**src/rtl/rse_pkg.sv**
```systemverilog
package rse_pkg;

  localparam int FREQ_W      = 13;
  localparam int CUM_W       = 12;
  localparam int CHUNK_W     = 8;
  localparam int STATE_W     = 32;
  localparam int MAX_RENORM  = 2;
  localparam int FLUSH_WORDS = 4;

  localparam int PROB_BITS_DEF   = 12;
  localparam int OUT_BITS_DEF    = 8;
  localparam int RENORM_LOG2_DEF = 12;

  typedef struct packed {
    logic [FREQ_W-1:0] freq;
    logic [CUM_W-1:0]  cum;
    logic              last_symbol;
  } in_word_t;

  typedef struct packed {
    logic [CHUNK_W-1:0] chunk;
    logic               last_chunk;
  } out_word_t;

  typedef enum logic [2:0] {
    ST_IDLE,
    ST_RENORM,
    ST_DIV,
    ST_CODE,
    ST_FLUSH
  } rse_state_t;

  // controller to datapath
  typedef struct packed {
    logic load;
    logic renorm_emit;
    logic div_start;
    logic div_step;
    logic code;
    logic flush_emit;
  } rse_cmd_t;

  // datapath to controller
  typedef struct packed {
    logic in_freq_zero;
    logic in_last;
    logic last_sym;
    logic renorm_go;
    logic div_last;
    logic flush_end;
    logic out_free;
  } rse_sts_t;

endpackage

```
**src/rtl/rse_ctrl.sv**
```systemverilog
module rse_ctrl
  import rse_pkg::*;
(
  input  logic     clk,
  input  logic     rst_n,
  input  logic     in_valid,
  output logic     in_ready,
  input  rse_sts_t sts,
  output rse_cmd_t cmd
);

  rse_state_t state_r, state_nxt;

  always_ff @(posedge clk) begin
    if (!rst_n) begin
      state_r <= ST_IDLE;
    end else begin
      state_r <= state_nxt;
    end
  end

  // next state
  always_comb begin
    state_nxt = state_r;
    unique case (state_r)
      ST_IDLE: begin
        if (in_valid) begin
          if (!sts.in_freq_zero) begin
            state_nxt = ST_RENORM;
          end else if (sts.in_last) begin
            state_nxt = ST_FLUSH;
          end
        end
      end
      ST_RENORM: begin
        if (!sts.renorm_go) begin
          state_nxt = ST_DIV;
        end
      end
      ST_DIV: begin
        if (sts.div_last) begin
          state_nxt = ST_CODE;
        end
      end
      ST_CODE: begin
        state_nxt = sts.last_sym ? ST_FLUSH : ST_IDLE;
      end
      ST_FLUSH: begin
        if (sts.out_free && sts.flush_end) begin
          state_nxt = ST_IDLE;
        end
      end
      default: state_nxt = ST_IDLE;
    endcase
  end

  // outputs
  always_comb begin
    cmd      = '0;
    in_ready = 1'b0;
    unique case (state_r)
      ST_IDLE: begin
        in_ready = 1'b1;
        cmd.load = in_valid;
      end
      ST_RENORM: begin
        cmd.renorm_emit = sts.renorm_go && sts.out_free;
        cmd.div_start   = !sts.renorm_go;
      end
      ST_DIV: begin
        cmd.div_step = 1'b1;
      end
      ST_CODE: begin
        cmd.code = 1'b1;
      end
      ST_FLUSH: begin
        cmd.flush_emit = sts.out_free;
      end
      default: begin
        cmd = '0;
      end
    endcase
  end

endmodule

```
**src/rtl/rse_dpath.sv**
```systemverilog
module rse_dpath
  import rse_pkg::*;
#(
  parameter int PROB_BITS   = PROB_BITS_DEF,
  parameter int OUT_BITS    = OUT_BITS_DEF,
  parameter int RENORM_LOG2 = RENORM_LOG2_DEF
) (
  input  logic      clk,
  input  logic      rst_n,
  input  in_word_t  in_word,
  input  logic      out_ready,
  output logic      out_valid,
  output out_word_t out_word,
  input  rse_cmd_t  cmd,
  output rse_sts_t  sts
);

  localparam int DIVC_W = $clog2(STATE_W);
  localparam int BOUND_SH = RENORM_LOG2 + OUT_BITS;
  localparam logic [STATE_W-1:0] RESET_VAL =
    STATE_W'(64'd1 << (RENORM_LOG2 + PROB_BITS));
  localparam logic [STATE_W-1:0] CHUNK_MASK = STATE_W'((64'd1 << OUT_BITS) - 64'd1);

  logic [STATE_W-1:0] x_r, x_nxt;
  logic [FREQ_W-1:0]  freq_r;
  logic [CUM_W-1:0]   cum_r;
  logic               last_r;
  logic [FREQ_W-1:0]  rem_r, rem_nxt;
  logic [DIVC_W-1:0]  divc_r;
  logic [1:0]         rcnt_r;
  logic [1:0]         fcnt_r;
  logic               out_valid_r, out_valid_nxt;
  out_word_t          out_word_r;

  logic [63:0]        bound;
  logic               ge_bound;
  logic [FREQ_W:0]    trial;
  logic               qbit;
  logic [STATE_W-1:0] masked;
  logic               emit;

  assign bound    = 64'(freq_r) << BOUND_SH;
  assign ge_bound = 64'(x_r) >= bound;
  assign trial    = {rem_r, x_r[STATE_W-1]};
  assign qbit     = trial >= {1'b0, freq_r};
  assign masked   = x_r & CHUNK_MASK;
  assign emit     = cmd.renorm_emit || cmd.flush_emit;

  // restoring divider uses x_r as the quotient shift register
  always_comb begin
    x_nxt   = x_r;
    rem_nxt = rem_r;
    if (cmd.renorm_emit) begin
      x_nxt = x_r >> OUT_BITS;
    end else if (cmd.div_start) begin
      rem_nxt = '0;
    end else if (cmd.div_step) begin
      x_nxt   = {x_r[STATE_W-2:0], qbit};
      rem_nxt = qbit ? FREQ_W'(trial - {1'b0, freq_r}) : trial[FREQ_W-1:0];
    end else if (cmd.code) begin
      x_nxt = (x_r << PROB_BITS) + STATE_W'(rem_r) + STATE_W'(cum_r);
    end else if (cmd.flush_emit) begin
      x_nxt = (fcnt_r == 2'(FLUSH_WORDS - 1)) ? RESET_VAL : (x_r >> OUT_BITS);
    end
  end

  always_comb begin
    out_valid_nxt = out_valid_r;
    if (emit) begin
      out_valid_nxt = 1'b1;
    end else if (out_ready) begin
      out_valid_nxt = 1'b0;
    end
  end

  always_ff @(posedge clk) begin
    if (!rst_n) begin
      x_r         <= RESET_VAL;
      out_valid_r <= 1'b0;
      rcnt_r      <= '0;
      fcnt_r      <= '0;
      divc_r      <= '0;
    end else begin
      x_r         <= x_nxt;
      out_valid_r <= out_valid_nxt;
      if (cmd.load) begin
        rcnt_r <= '0;
        fcnt_r <= '0;
      end
      if (cmd.renorm_emit) begin
        rcnt_r <= rcnt_r + 2'd1;
      end
      if (cmd.flush_emit) begin
        fcnt_r <= fcnt_r + 2'd1;
      end
      if (cmd.div_start) begin
        divc_r <= '0;
      end else if (cmd.div_step) begin
        divc_r <= divc_r + DIVC_W'(1);
      end
    end
  end

  always_ff @(posedge clk) begin
    rem_r <= rem_nxt;
    if (cmd.load) begin
      freq_r <= in_word.freq;
      cum_r  <= in_word.cum;
      last_r <= in_word.last_symbol;
    end
    if (emit) begin
      out_word_r.chunk      <= masked[CHUNK_W-1:0];
      out_word_r.last_chunk <= cmd.flush_emit && (fcnt_r == 2'(FLUSH_WORDS - 1));
    end
  end

  assign out_valid = out_valid_r;
  assign out_word  = out_word_r;

  assign sts.in_freq_zero = (in_word.freq == '0);
  assign sts.in_last      = in_word.last_symbol;
  assign sts.last_sym     = last_r;
  assign sts.renorm_go    = ge_bound && (rcnt_r != 2'(MAX_RENORM));
  assign sts.div_last     = (divc_r == DIVC_W'(STATE_W - 1));
  assign sts.flush_end    = (fcnt_r == 2'(FLUSH_WORDS - 1));
  assign sts.out_free     = !out_valid_r || out_ready;

endmodule

```
**src/rtl/rans_stream_encoder.sv**
```systemverilog
// rANS encoder with a single 32-bit coder state
// input channel: one word per symbol (freq, cum, last_symbol); symbol lookup is done upstream
// result channel: one word per emitted chunk, last_chunk marks the end of a stream flush
// per symbol: 0..2 renormalization chunks, while state >= freq << (renorm+out)
// the coding step is a restoring divider, one quotient bit per cycle,
// followed by a code step that forms (q << prob_bits) + r + cum
// a last symbol then sends four flush chunks, low bits first, and reloads the reset state
// a zero frequency skips renormalization and coding (the flush still runs if flagged)
// in_ready is high only between symbols; results sit in one output register, so a new
// symbol is taken while the previous chunk still waits for the receiver
// when out_ready is low the chunk holds and the engine waits before its next chunk
// reset (synchronous, active low) loads the state with 2^(renorm_log2 + prob_bits)
// and empties the output register
module rans_stream_encoder
  import rse_pkg::*;
#(
  parameter int PROB_BITS   = PROB_BITS_DEF,
  parameter int OUT_BITS    = OUT_BITS_DEF,
  parameter int RENORM_LOG2 = RENORM_LOG2_DEF
) (
  input  logic      clk,
  input  logic      rst_n,
  input  logic      in_valid,
  output logic      in_ready,
  input  in_word_t  in_word,
  output logic      out_valid,
  input  logic      out_ready,
  output out_word_t out_word
);

  rse_cmd_t cmd;
  rse_sts_t sts;

  // sequencer: idle, renormalize, divide, code, flush
  rse_ctrl u_ctrl (
    .clk      (clk),
    .rst_n    (rst_n),
    .in_valid (in_valid),
    .in_ready (in_ready),
    .sts      (sts),
    .cmd      (cmd)
  );

  // coder state, divider and output register
  rse_dpath #(
    .PROB_BITS   (PROB_BITS),
    .OUT_BITS    (OUT_BITS),
    .RENORM_LOG2 (RENORM_LOG2)
  ) u_dpath (
    .clk       (clk),
    .rst_n     (rst_n),
    .in_word   (in_word),
    .out_ready (out_ready),
    .out_valid (out_valid),
    .out_word  (out_word),
    .cmd       (cmd),
    .sts       (sts)
  );

endmodule

```
**config.mk**
```make
export PLATFORM = sky130hd
export DESIGN_NAME = rans_stream_encoder
export DESIGN_NICKNAME = d
export VERILOG_FILES = /design/src/rtl/rse_pkg.sv /design/src/rtl/rse_ctrl.sv /design/src/rtl/rse_dpath.sv /design/src/rtl/rans_stream_encoder.sv
export SDC_FILE = /design/constraint.sdc
export NUM_CORES = 1
export LEC_CHECK = 0
export BUFFER_PORTS_ARGS = -buffer_cell sky130_fd_sc_hd__buf_2
export CAP_MARGIN = 0
export CORE_ASPECT_RATIO = 1.5
export CORE_MARGIN = 1.5
export CORE_UTILIZATION = 40
export CTS_CLUSTER_SIZE = 24
export DETAILED_ROUTE_END_ITERATION = 16
export GPL_TIMING_DRIVEN = 0
export PLACE_DENSITY_LB_ADDON = 0.3
export SLEW_MARGIN = 40
export SYNTH_ARGS = -nofsm -noshare
export SYNTH_HDL_FRONTEND = slang
export SYNTH_HIERARCHICAL = 1
export SYNTH_SLANG_ARGS = --single-unit
```
**constraint.sdc**
```tcl
create_clock -name clk -period 5.5 [get_ports clk]
set_clock_uncertainty 0.15 [all_clocks]
set_input_delay 0.275 -clock clk [delete_from_list [all_inputs] [get_ports clk]]
set_output_delay 0.275 -clock clk [all_outputs]
set_load 0.01 [all_outputs]
```
==> out/results.ini <==
[routing]
dr_total_vias = 5861
route.antenna.remaining_nets = 0
drcViolationCount = 0
wl_per_cell_um = 21.6
drtIter0Drc = 386
viasPerCell = 5.84
wirelength_um = 21700
drtPass1Iterations = 4

[cts]
clock_sinks = 93
post_cts_buffers = 0
insertion_delay_ps = 350
cts_buffers = 9
tritoncts = built
ctsResizeCount = 0
clock_path_buffers = 2
clk_pin_slew_ps = 70
ctsHoldBuffers = 26
cts_root_buffer = clkbuf_16
htreeDepth = 3

[placed_design]
routabilityCongestion = 1.02
dp_hpwl_um = 16500
io_buffers = 40
placed_cells = 961

[global_routing]
grt_pass1_vias = 5797
overflow = 0
grt_max_degree = 23
grt_pass1_wl_um = 33300
antenna_found_initial = 0
grt_usage_pct = 26.7

[final_layout]
multiInputGateArea_mm2 = 0.00378
syn_to_final_growth_pct = 16.3
nets = 869
stdcell_count = 1003
drive_gt1_share_pct = 13.3
antenna_cells = 0
fill_cells = 1594
seq_area_mm2 = 0.00234

[setup_path]
slowest_delay_ps = 580
arrival_ps = 5040
critPathTopFamily = simple AND/OR/NAND/NOR gates
path_buf_inv = 4
r2r_cells = 14
r2r_slack_ps = 310
crit_type = reg -> reg
reg2reg_from = u_dpath/x_r[18]
cpMaxStageDelayCell = buf_1
worstPathRequired_ps = 5360
cp-end-kind = flop
worstReg2RegEnd = u_dpath/out_word[7]
path_max_fanout = 10
cp-startpoint = u_dpath/x_r[18]
crit_cells = 14
cp-start-kind = flop
path_cells = clkbuf_1 -> nor4_1 -> nand4_1 -> nor4_1 -> nand4_1 -> a31o_1 -> a211oi_1 -> nand2_1 -> nor3_2 -> and2_1 -> clkbuf_1 -> buf_1 -> nor2_1 -> inv_1

[timing]
report.final.slew_viol_count = 0
rsz0062_at_grt = false
fmax_mhz = 193
tightest_slew_ps = 769
final-hold-violation-count = 0
tns_ps = 0
post-route-period-util_pct = 94.3
setup_violations = 0
fin_crit_ps = 5190
maxSlewHeadroom_pct = 48.6

[power]
p_leak_nw = 2.80
switchingPower_mw = 1.87
powerDensity_mw_per_mm2 = 543
irDropWorstVdd_uv = 278
pwr-share-comb_pct = 56.7
power.internal_mw = 2.20
pwr-share-clk_pct = 15.1
pwr-share-seq_pct = 28.2
sw_frac_of_total_pct = 45.9

[yosys]
synth_largest_area_cell = edfxtp_1
netlist_area_mm2 = 0.00644
synth_top_area_share_pct = 22.4
ys_seq_area_share_pct = 36.4
syn_avg_cell_area_um2 = 8.98
ys_ff_latch = 93
synth_edf_count = 48
synth_common_cells = o21ai_0 (66), nand2_1 (61), a21oi_1 (52), nor2_1 (49), edfxtp_1 (48)
ys_types = 81
synth_nets = 791
synth_most_common_cell = o21ai_0
synth_area_leaders = edfxtp_1 (22%), dfxtp_1 (14%), ha_1 (8.2%)
ys.warnings.count = 6
synthFlopType = edfxtp_1
async_flop_share_pct = 0
syn_inst = 717

[hold_path]
hold_depth = 2
hold_class = in -> reg
hp-start = rst_n
hold_end = u_ctrl/state_r[1]

[floorplan]
die_h_um = 158
die_x_um = 107
rows = 56
io_pins = 41
fp.dieArea_mm2 = 0.0169
start_util_pct = 41.0
core-area_mm2 = 0.0157

[run_status]
outcome = finished clean

[flow_run]
max-cap-violations = 0

registers in the layout, summed over array words and instances (netlist names):
signal	count
u_dpath/x_r	32
u_dpath/freq_r	13
u_dpath/rem_r	13
u_dpath/cum_r	12
u_dpath/out_word	9
u_dpath/divc_r	5
u_ctrl/state_r	3
u_dpath/fcnt_r	2
u_dpath/rcnt_r	2
u_dpath/last_r	1
u_dpath/out_valid	1
logic make-up (layout without fill, tap and decap cells):
| group | after synthesis | in the layout | synth area share, % |
|---|---|---|---|
| compound gates | 209 | 209 | 22.0 |
| xor+xnor | 35 | 35 | 4.76 |
| fa+ha+maj | 44 | 44 | 8.78 |
| buf+inv | 75 | 158 | 5.19 |
| flops | 93 | 93 | 36.4 |
| mux | 14 | 14 | 2.19 |
| simple gates | 247 | 247 | 20.8 |
routing by layer:
layer | global-route usage (%) | part of all wire [%]
met1 | 29.2 | 38
met4 | 19.1 | 7.9
met5 | 0 | 0
met3 | 2.99 | 5.0
met2 | 47.8 | 49
final cells by class:
type	count	area share [%]
buffer	47	3.06
clock buffer	10	3.34
clock inverter	6	0.568
inverter	28	1.40
multi-input combinational	549	50.4
sequential	93	31.3
tap	203	3.39
timing repair buffer	67	6.52
worst max path at each step:
stage	to
3_3_place_gp	u_dpath/out_word[2]
6_report	u_dpath/out_word[7]
4_1_cts	u_dpath/out_word[7]
5_1_grt	u_dpath/out_word[7]
3_5_place_dp	u_dpath/out_word[4]
2_1_floorplan	u_dpath/out_word[0]
through the flow:
step / utilization, % / hold WS, ps / power, mW / worst slack (ps) / instance area (um^2)
2_1_floorplan: - / 224 / 2.76 / 1900 / 6440
3_3_place_gp: 43.9 / 260 / 3.40 / 373 / 6900
3_5_place_dp: 44.2 / 275 / 3.42 / 417 / 6940
4_1_cts: 47.7 / 99.1 / 4.06 / 378 / 7490
5_1_grt: 47.7 / 102 / 4.36 / 165 / 7490
6_report: 47.7 / 111 / 4.07 / 312 / 7490
power groups by stage:
stage | clock (mW) | sequential [mW] | combinational, mW
floorplan | 0 | 1.07 | 1.68
CTS | 0.630 | 1.15 | 2.28
global placement | 0 | 1.16 | 2.23
global route | 0.656 | 1.16 | 2.55
finish | 0.615 | 1.15 | 2.31
detailed placement | 0 | 1.16 | 2.26
layout by cell type, fill, tap and decap left out, drive strengths merged, types with 13 or more instances in the layout:
cell type / synthesis / layout
o21ai: 69 / 69
nand3: 16 / 16
buf: 17 / 58
dfxtp: 45 / 45
xnor2: 21 / 21
dlygate4sd3: 0 / 26
inv: 28 / 30
edfxtp: 48 / 48
nor2: 49 / 49
xor2: 14 / 14
nor3: 24 / 24
ha: 42 / 42
a21oi: 53 / 53
mux2i: 13 / 13
clkbuf: 30 / 40
and3: 19 / 19
nand2: 61 / 61
Power figures use the tool's default switching activity.
